File: src/rtl/core/rsa_pkg.sv
`default_nettype none

package rsa_pkg;

    typedef enum logic [1:0] {
        OP_ALLOC       = 2'd0,
        OP_RECLAIM     = 2'd1,
        OP_RECLAIM_ALL = 2'd2,
        OP_NONE        = 2'd3
    } t_op;

    typedef enum logic [0:0] {
        CFG_CAPACITY    = 1'b0,
        CFG_ALIGN_SHIFT = 1'b1
    } t_cfg_index;

    localparam logic [3:0] MAX_ALIGN_SHIFT = 4'd8;

    // controller to datapath
    typedef struct packed {
        logic load;
        logic exec;
        logic finish;
    } t_dp_cmd;

endpackage

`default_nettype wire

File: src/rtl/core/ring_staging_allocator.sv
// a request accepted in idle is loaded, then granted, then its free count is registered as the result
// no new request is taken until the controller has run that sequence and returned to idle
// a stalled result holds the controller in its last step until the result is taken
// reset (synchronous, active low): ring empty, head and tail 0, capacity 2^OFFSET_BITS,
// alignment 1 byte, no result pending
`default_nettype none

module ring_staging_allocator
    import rsa_pkg::*;
#(
    parameter int OFFSET_BITS = 24
) (
    input  wire logic                   i_clk,
    input  wire logic                   i_rst_n,
    input  wire logic                   i_in_valid,
    output logic                        o_in_stall,
    input  wire logic [1:0]             i_op,
    input  wire logic [OFFSET_BITS:0]   i_req_size,
    input  wire logic [OFFSET_BITS:0]   i_release_point,
    output logic                        o_out_valid,
    input  wire logic                   i_out_stall,
    output logic                        o_granted,
    output logic [OFFSET_BITS-1:0]      o_grant_offset,
    output logic [OFFSET_BITS:0]        o_free_bytes,
    input  wire logic                   i_cfg_valid,
    output logic                        o_cfg_ready,
    input  wire logic [0:0]             i_cfg_index,
    input  wire logic [OFFSET_BITS:0]   i_cfg_data
);

    t_dp_cmd cmd;

    assign o_cfg_ready = 1'b1;

    rsa_ctrl u_ctrl (
        .i_clk       (i_clk),
        .i_rst_n     (i_rst_n),
        .i_in_valid  (i_in_valid),
        .i_out_stall (i_out_stall),
        .o_in_stall  (o_in_stall),
        .o_out_valid (o_out_valid),
        .o_cmd       (cmd)
    );

    rsa_datapath #(
        .OFFSET_BITS (OFFSET_BITS)
    ) u_datapath (
        .i_clk           (i_clk),
        .i_rst_n         (i_rst_n),
        .i_cmd           (cmd),
        .i_cfg_we        (i_cfg_valid && o_cfg_ready),
        .i_cfg_index     (i_cfg_index),
        .i_cfg_data      (i_cfg_data),
        .i_op            (i_op),
        .i_req_size      (i_req_size),
        .i_release_point (i_release_point),
        .o_granted       (o_granted),
        .o_grant_offset  (o_grant_offset),
        .o_free_bytes    (o_free_bytes)
    );

    a_busy_after_accept: assert property (@(posedge i_clk) disable iff (!i_rst_n)
        (i_in_valid && !o_in_stall) |=> o_in_stall)
        else $error("request taken while a previous one is still in flight");

    a_refused_offset_zero: assert property (@(posedge i_clk) disable iff (!i_rst_n)
        (o_out_valid && !o_granted) |-> (o_grant_offset == '0))
        else $error("refused result carries a nonzero offset");

    a_free_in_range: assert property (@(posedge i_clk) disable iff (!i_rst_n)
        o_out_valid |-> (o_free_bytes <= {1'b1, {OFFSET_BITS{1'b0}}}))
        else $error("free byte count above the largest capacity");

endmodule

`default_nettype wire

File: src/rtl/core/rsa_ctrl.sv
`default_nettype none

module rsa_ctrl
    import rsa_pkg::*;
(
    input  wire logic    i_clk,
    input  wire logic    i_rst_n,
    input  wire logic    i_in_valid,
    input  wire logic    i_out_stall,
    output logic         o_in_stall,
    output logic         o_out_valid,
    output t_dp_cmd      o_cmd
);

    typedef enum logic [1:0] {
        ST_IDLE,
        ST_EXEC,
        ST_FREE
    } t_state;

    t_state r_state;
    logic   r_out_valid;
    logic   out_free;

    assign out_free = !r_out_valid || !i_out_stall;

    always_comb begin
        o_cmd        = '0;
        o_cmd.load   = (r_state == ST_IDLE) && i_in_valid;
        o_cmd.exec   = (r_state == ST_EXEC);
        o_cmd.finish = (r_state == ST_FREE) && out_free;
    end

    always_ff @(posedge i_clk) begin
        if (!i_rst_n) begin
            r_state     <= ST_IDLE;
            r_out_valid <= 1'b0;
        end else begin
            if (r_out_valid && !i_out_stall) begin
                r_out_valid <= 1'b0;
            end
            unique case (r_state)
                ST_IDLE: begin
                    if (i_in_valid) begin
                        r_state <= ST_EXEC;
                    end
                end
                ST_EXEC: begin
                    r_state <= ST_FREE;
                end
                ST_FREE: begin
                    if (out_free) begin
                        r_out_valid <= 1'b1;
                        r_state     <= ST_IDLE;
                    end
                end
                default: begin
                    r_state <= ST_IDLE;
                end
            endcase
        end
    end

    assign o_in_stall  = (r_state != ST_IDLE);
    assign o_out_valid = r_out_valid;

endmodule

`default_nettype wire

File: src/rtl/core/rsa_datapath.sv
`default_nettype none

module rsa_datapath
    import rsa_pkg::*;
#(
    parameter int OFFSET_BITS = 24
) (
    input  wire logic                   i_clk,
    input  wire logic                   i_rst_n,
    input  wire t_dp_cmd                i_cmd,
    input  wire logic                   i_cfg_we,
    input  wire logic [0:0]             i_cfg_index,
    input  wire logic [OFFSET_BITS:0]   i_cfg_data,
    input  wire logic [1:0]             i_op,
    input  wire logic [OFFSET_BITS:0]   i_req_size,
    input  wire logic [OFFSET_BITS:0]   i_release_point,
    output logic                        o_granted,
    output logic [OFFSET_BITS-1:0]      o_grant_offset,
    output logic [OFFSET_BITS:0]        o_free_bytes
);

    localparam int W = OFFSET_BITS + 1;
    localparam logic [W-1:0] CAP_MAX = {1'b1, {OFFSET_BITS{1'b0}}};

    logic [W-1:0]           r_eff_cap;
    logic [3:0]             r_align;
    logic [W-1:0]           r_head;
    logic [W-1:0]           r_tail;
    logic                   r_empty;
    t_op                    r_op;
    logic [W:0]             r_need;
    logic                   r_size_zero;
    logic [W-1:0]           r_rel;
    logic                   r_granted;
    logic [OFFSET_BITS-1:0] r_offset;
    logic                   r_out_granted;
    logic [OFFSET_BITS-1:0] r_out_offset;
    logic [W-1:0]           r_out_free;

    logic [W-1:0]           n_cap;
    logic [3:0]             n_align;
    logic [W-1:0]           sat_head;
    logic [W-1:0]           sat_tail;
    logic [W-1:0]           sat_rel;
    logic [W:0]             align_mask;
    logic [W:0]             need;

    logic [W-1:0]           room_end;
    logic [W-1:0]           gap;
    logic [W-1:0]           need_w;
    logic                   fit_cap;
    logic                   fit_end;
    logic                   fit_tail;
    logic                   fit_gap;
    logic [W-1:0]           n_head;
    logic [W-1:0]           n_tail;
    logic                   n_empty;
    logic                   n_granted;
    logic [W-1:0]           n_offset;
    logic [W-1:0]           free_cnt;

    // config decode, stored already clamped
    always_comb begin
        if (i_cfg_data == '0) begin
            n_cap = W'(1);
        end else if (i_cfg_data > CAP_MAX) begin
            n_cap = CAP_MAX;
        end else begin
            n_cap = i_cfg_data;
        end
        n_align = (i_cfg_data[3:0] > MAX_ALIGN_SHIFT) ? MAX_ALIGN_SHIFT : i_cfg_data[3:0];
    end

    // load stage
    always_comb begin
        sat_head   = (r_head > r_eff_cap) ? r_eff_cap : r_head;
        sat_tail   = (r_tail > r_eff_cap) ? r_eff_cap : r_tail;
        sat_rel    = (i_release_point > r_eff_cap) ? r_eff_cap : i_release_point;
        align_mask = ((W+1)'(1) << r_align) - (W+1)'(1);
        need       = ({1'b0, i_req_size} + align_mask) & ~align_mask;
    end

    // grant decision and pointer update for every op
    always_comb begin
        room_end  = r_eff_cap - r_head;
        gap       = r_tail - r_head;
        need_w    = r_need[W-1:0];
        fit_cap   = r_need <= {1'b0, r_eff_cap};
        fit_end   = r_need <= {1'b0, room_end};
        fit_tail  = r_need <= {1'b0, r_tail};
        fit_gap   = r_need <= {1'b0, gap};
        n_head    = r_head;
        n_tail    = r_tail;
        n_empty   = r_empty;
        n_granted = 1'b0;
        n_offset  = '0;
        unique case (r_op)
            OP_ALLOC: begin
                if (!r_size_zero && fit_cap) begin
                    if (r_empty) begin
                        n_offset  = fit_end ? r_head : '0;
                        n_head    = n_offset + need_w;
                        n_empty   = 1'b0;
                        n_granted = 1'b1;
                    end else if (r_head == r_tail) begin
                        n_granted = 1'b0;
                    end else if (r_head > r_tail) begin
                        if (fit_end) begin
                            n_offset  = r_head;
                            n_head    = r_head + need_w;
                            n_granted = 1'b1;
                        end else if (fit_tail) begin
                            n_head    = need_w;
                            n_granted = 1'b1;
                        end
                    end else if (fit_gap) begin
                        n_offset  = r_head;
                        n_head    = r_head + need_w;
                        n_granted = 1'b1;
                    end
                end
            end
            OP_RECLAIM: begin
                n_tail = r_rel;
                if (r_rel == r_head) begin
                    n_empty = 1'b1;
                end
            end
            OP_RECLAIM_ALL: begin
                n_head  = '0;
                n_tail  = '0;
                n_empty = 1'b1;
            end
            OP_NONE: begin
                n_granted = 1'b0;
            end
        endcase
    end

    // free count from committed pointers
    always_comb begin
        priority if (r_empty) begin
            free_cnt = r_eff_cap;
        end else if (r_head == r_tail) begin
            free_cnt = '0;
        end else if (r_head > r_tail) begin
            free_cnt = (r_eff_cap - r_head) + r_tail;
        end else begin
            free_cnt = r_tail - r_head;
        end
    end

    always_ff @(posedge i_clk) begin
        if (!i_rst_n) begin
            r_eff_cap <= CAP_MAX;
            r_align   <= '0;
            r_head    <= '0;
            r_tail    <= '0;
            r_empty   <= 1'b1;
        end else begin
            if (i_cfg_we) begin
                unique case (t_cfg_index'(i_cfg_index))
                    CFG_CAPACITY:    r_eff_cap <= n_cap;
                    CFG_ALIGN_SHIFT: r_align   <= n_align;
                endcase
            end
            if (i_cmd.load) begin
                r_head <= sat_head;
                r_tail <= sat_tail;
            end else if (i_cmd.exec) begin
                r_head  <= n_head;
                r_tail  <= n_tail;
                r_empty <= n_empty;
            end
        end
    end

    always_ff @(posedge i_clk) begin
        if (i_cmd.load) begin
            r_op        <= t_op'(i_op);
            r_need      <= need;
            r_size_zero <= (i_req_size == '0);
            r_rel       <= sat_rel;
        end
        if (i_cmd.exec) begin
            r_granted <= n_granted;
            r_offset  <= n_offset[OFFSET_BITS-1:0];
        end
        if (i_cmd.finish) begin
            r_out_granted <= r_granted;
            r_out_offset  <= r_offset;
            r_out_free    <= free_cnt;
        end
    end

    assign o_granted      = r_out_granted;
    assign o_grant_offset = r_out_offset;
    assign o_free_bytes   = r_out_free;

endmodule

`default_nettype wire
File: config.mk
export PLATFORM = sky130hd
export DESIGN_NAME = ring_staging_allocator
export DESIGN_NICKNAME = d
export VERILOG_FILES = /design/src/rtl/core/rsa_pkg.sv /design/src/rtl/core/ring_staging_allocator.sv /design/src/rtl/core/rsa_ctrl.sv /design/src/rtl/core/rsa_datapath.sv
export SDC_FILE = /design/constraint.sdc
export NUM_CORES = 1
export LEC_CHECK = 0
export BUFFER_PORTS_ARGS = -buffer_cell sky130_fd_sc_hd__buf_2
export CORE_ASPECT_RATIO = 1.25
export CORE_UTILIZATION = 60
export DETAILED_ROUTE_END_ITERATION = 16
export PLACE_DENSITY = 0.79
export SKIP_LAST_GASP = 1
export SYNTH_ARGS = -nofsm -noshare
export SYNTH_HDL_FRONTEND = slang
export SYNTH_SLANG_ARGS = --single-unit
File: constraint.sdc
create_clock -name i_clk -period 7.91 [get_ports i_clk]
set_clock_uncertainty 0.2 [all_clocks]
set_input_delay 1.1865 -clock i_clk [delete_from_list [all_inputs] [get_ports i_clk]]
set_output_delay 1.1865 -clock i_clk [all_outputs]
set_load 0.01 [all_outputs]
Word-level counts from Yosys, hierarchy flattened:

Cells that the tools add are included.

* $add $sub $neg: 7
* $lt $le $gt $ge: 10
* eq/ne operators: 16
* shift operators: 1
* mux-type cells: 42
* bitwise logic cells: 4
* reductions and logical operators: 24

Operators by type and width (count)
* 2-to-1 mux 25 bit: 20
* <= comparator 26 x 25 -> 1 bit: 4
* greater-than comparator 25 bit: 4
* one-hot mux 25 bit (2 select lines): 2
* 2-to-1 mux 24 bit: 4
* adder 25 bit: 3
* equality test 25 bit: 2
* zero test 25 bit: 2
* subtractor 25 bit: 2
* adder 25 x 26 -> 26 bit: 1
* bitwise AND 26 bit: 1
* NOT 26 bit: 1
* left shift 1 x 4 -> 26 bit (first input constant): 1
* subtractor 26 x 2 -> 26 bit (second input constant): 1
* greater-than comparator 25 bit (second input constant): 1
* 2-to-1 mux 1 bit: 11
* != test 2 x 1 -> 1 bit (second input constant): 5
* nonzero test 3 bit: 3
* AND reduction 2 bit: 4
* AND reduction 7 bit: 1
* != test 6 x 3 -> 1 bit (second input constant): 1
* one-hot mux 2 bit (3 select lines): 1
* != test 5 x 2 -> 1 bit (second input constant): 1
* AND reduction 5 bit: 1
* other kinds (16): 27

* register bits: 212
* input bits: 83
* word-level logic and storage cells: 120

Logic depth before layout (Yosys ltp):

* word-level depth: 10
* gate-level depth with buffers: 37
* depth with buffers taken out: 33

Modules after synthesis:

From an unflattened synthesis, not the netlist that was laid out.

* cells, all modules: 2290
* area, all modules: 19954.1 um2

By module, submodules not included
* rsa_datapath: times used 1, cells an instance 2275, area each 19807.7 um2
* rsa_ctrl: times used 1, cells an instance 13, area each 135.1 um2
* ring_staging_allocator: times used 1, cells an instance 2, area each 11.3 um2

Worst setup path before layout:

Ideal clock, no wire load.

* path kind: reg-to-reg
* start: reg u_datapath.r_head[1]
* end: reg u_datapath.r_head[20]
* library setup time: 0.124 ns
* arrival: 6.756 ns
* required time: 7.586 ns
* path slack: 0.830 ns
* stages on the path, launching flop included: 35
* clock period less this slack: 7.080 ns
* cell sequence: dfxtp_1 > clkbuf_1 > inv_1 > ha_1 > nor2b_1 > o311ai_0 > a21oi_1 > o31ai_1 > a21oi_1 > o21ai_0 > nand2_1 > a31o_2 > a21oi_1 > xnor2_1 > inv_1 > ha_1 > nand4_1 > nor4_4 > nand2_1 > and3_1 > a21oi_2 > buf_2 > buf_1 > nor2_1 > ha_1 > a21o_1 > a21o_1 > o221ai_1 > o21ai_0 > a21oi_1 > o31ai_2 > a2111oi_0 > o21ai_0 > a41oi_1 > o31ai_1

* word-level cells in the longest chain between the ends: 10
* elaborated cells on any way between the ends: 24
* those cells by class: 4 x add/sub; 4 x order compare; 5 x eq/ne; 10 x mux; 1 x reduce/logical

Ends and longest elaborated chain
* start: declaration: line rsa_datapath.sv:27 `logic [W-1:0] r_head;`
* start signal: assignment: line rsa_datapath.sv:168 `r_head <= sat_head;`
* start signal: assignment: line rsa_datapath.sv:171 `r_head <= n_head;`
* parallel branches: the longest is 10 deep, another holds <= comparator 26 x 25 -> 1 bit

Parallel ways; which one is timed is not known. The select of a mux whose other input is x is not followed.
A chain may end at the register's enable or synchronous reset.

Worst setup path after layout:

* start: reg u_datapath.r_head[0]
* end: reg u_datapath.r_head[20]

Same word-level chain as after synthesis.

==> out/results.ini <==
[global_route]
track_usage_pct=41.8
grt_pass1_vias=20100
grt_max_degree=85
antenna_found_initial=1
grt-ovfl-total=0
grt_pass1_wl_mm=113

[logic_synthesis]
ys_ff_latch=212
synth.distinct_cells=93
async_flop_share_pct=0
ys_top_cells_by_area=edfxtp_1, ha_1, dfxtp_1
seq_area_frac_synth_pct=26.4
syn_area_um2=21000
syn_area_per_cell_um2=8.35
synth_edf_count=129
synthFlopType=edfxtp_1
synth_top_area_share_pct=18.5
yosysTopAreaCell=edfxtp_1
synth_cells=2509
yosysWarnings=0

[sta]
fmax_ghz=0.132
slew_violations=0
hold_violations=0
worst_pin_slew_ps=1260
period_needed_ps=7560
tns_ps=0
final-setup-viol-count=0
setup_slack_ps=352
slew_headroom_pct=15.8
period_share_pct=95.6

[detailed_routing]
met1Wirelength_mm=28.8
highest_layer=met5
antenna_left=0
vias=20900
drc=0
drt_iter0_markers=2335
wl_mm=75.1
vias_per_cell=6.70
dr_wl_met3_mm=6.35
drt-pass1-iter-count=6
wl_per_cell_um=24.0
wl_met2_mm=34.3

[finish]
n_antenna_cell=0
regArea_um2=5540
finish.net_count=3027
post-route-util_pct=67.5
layout-drive-gt1-share_pct=11.9
final_common_cell=ha_1
synthToLayoutAreaGrowth_pct=10.9
nFillCells=3006
multi_input_area_um2=14600
final_cell_mix=ha_1, nor2_1, nand2_1

[floorplanning]
row_count=76
start_util_pct=60.9
fp.dieW_um=169
core_um2=34400
num_io_pins=136
die_y_um=211
die_area_um2=35700

[worst_setup_path]
regToRegEndpoint=u_datapath.r_head[20]$_SDFFE_PN0P_
crit_path_end_kind=register
slowest_stage=fa_1
setup.worst_path.start=u_datapath.r_head[0]$_SDFFE_PN0P_
r2r_setup_slack_ps=350
startpoint_type=register
worstPathArrival_ps=7800
max_stage_delay_ps=420
r2r-start=u_datapath.r_head[0]$_SDFFE_PN0P_
crit_type=reg -> reg
worstSetupEndpoint=u_datapath.r_head[20]$_SDFFE_PN0P_
worstPathMaxFanout=18
worstPathRequired_ps=8150
r2r_cells=33

[place]
hpwl_mm=59.4
io_buffers=134
gp_congestion=1.01
place_ws_ps=289

[clocking]
clk-insertion-delay-late_ps=570
clkTransAtPathRegs_ps=70
cts_tree=built
h-tree-depth=1
cts_max_path_buffers=3
clock-root-buffer=clkbuf_16
clkSinkCount=212
postCtsHoldBufs=0
cts_buffers=24

[pwr]
p_leak_nw=10.2
vdd_drop_max_mv=0.193
powerDensity_nw_per_um2=293

[flow_run]
maxCapViolCount=0

[hold_path]
hold_path_class=reg -> reg

[run_status]
status=complete, no violations

-- how the worst min path moves through the flow --
stage,cells past startpoint,from,end,slack (ps)
after floorplan,0,u_datapath.r_offset[0]$_SDFFCE_PN0N_,u_datapath.o_grant_offset[0]$_DFFE_PP_,200
after global placement,0,u_datapath.r_offset[20]$_SDFFCE_PN0N_,u_datapath.o_grant_offset[20]$_DFFE_PP_,200
after detailed placement,0,u_datapath.r_offset[8]$_SDFFCE_PN0N_,u_datapath.o_grant_offset[8]$_DFFE_PP_,210
after CTS,0,u_datapath.r_offset[13]$_SDFFCE_PN0N_,u_datapath.o_grant_offset[13]$_DFFE_PP_,220
after global routing,0,u_datapath.r_offset[20]$_SDFFCE_PN0N_,u_datapath.o_grant_offset[20]$_DFFE_PP_,220
final,0,u_datapath.r_offset[20]$_SDFFCE_PN0N_,u_datapath.o_grant_offset[20]$_DFFE_PP_,220
-- cell type report --
cell class / instances / share of cell area [%]
sequential: 212 / 23.8
tap: 468 / 2.52
multi-input combinational: 2056 / 62.8
timing repair buffer: 195 / 4.87
clock buffer: 28 / 2.74
inverter: 152 / 2.45
clock inverter: 16 / 0.743
-- stage by stage --
stage	hold slack [ps]	total power [mW]	cell area, um2	cells
6_report	219	6.80	23200	3127
5_1_grt	224	7.21	23200	3127
4_1_cts	220	6.66	23200	3125
3_5_place_dp	206	5.46	22400	3081
3_3_place_gp	202	5.38	22400	3081
2_1_floorplan	200	4.33	21000	2513
-- state kept, by name (all words and copies together) (netlist names), 2 cells and up --
signal	cells
u_datapath.r_op	2
u_ctrl.r_state	2
u_datapath.r_align	4
u_datapath.r_eff_cap	25
u_datapath.r_offset	24
u_datapath.r_rel	25
u_datapath.r_tail	25
u_datapath.r_head	25
u_datapath.r_need	26
u_datapath.o_free_bytes	25
u_datapath.o_grant_offset	24
-- report_power, final --
part | total, mW | internal (mW) | switching (mW)
logic | 4.15 | 1.59 | 2.57
clock network | 1.19 | 0.679 | 0.506
registers | 1.47 | 1.29 | 0.180
total | 6.80 | 3.55 | 3.25
-- repair_timing --
action / CTS / global route
hold endpoints to repair: 0 / 0
resized for setup: 0 / 15
setup buffers: 0 / 2
endpoints found under the setup margin: 0 / 17
-- routing by layer --
layer	up-vias	global-route usage (%)
li1	9650	-
met3	289	4.95
met1	9853	51.3
met2	1152	68.5
met4	2	28.8
met5	-	0
-- logic make-up after synthesis --
group	count (synthesis)	share of synthesized area [%]
xor gates and xnor gates	138	5.77
DFF	212	26.4
and+or+nand+nor	826	19.3
AOI/OAI and AO/OA	742	23.6
buffers and inverters	245	4.53
other	2	0.0358
adders and majority gates	304	18.3
muxes	40	2.05
-- cell usage after synthesis (all sizes together), types with 47 or more instances --
master	count
ha	298
nor2	233
nand2	184
a21oi	178
inv	150
o21ai	133
edfxtp	129
nand3	92
a21o	85
dfxtp	83
xnor2	80
clkbuf	78
nor3	67
xor2	58
a31oi	48
a211oi	47
-- critical path, delay by kind of cell (launching register included) --
kind | cells | cell delay (ps)
compound gates | 18 | 3520
xor+xnor | 1 | 200
fa+ha+maj | 4 | 1350
buf+inv | 4 | 670
flops | 1 | 410
simple gates | 6 | 1070
No activity file was read; power rests on OpenSTA's default activity.
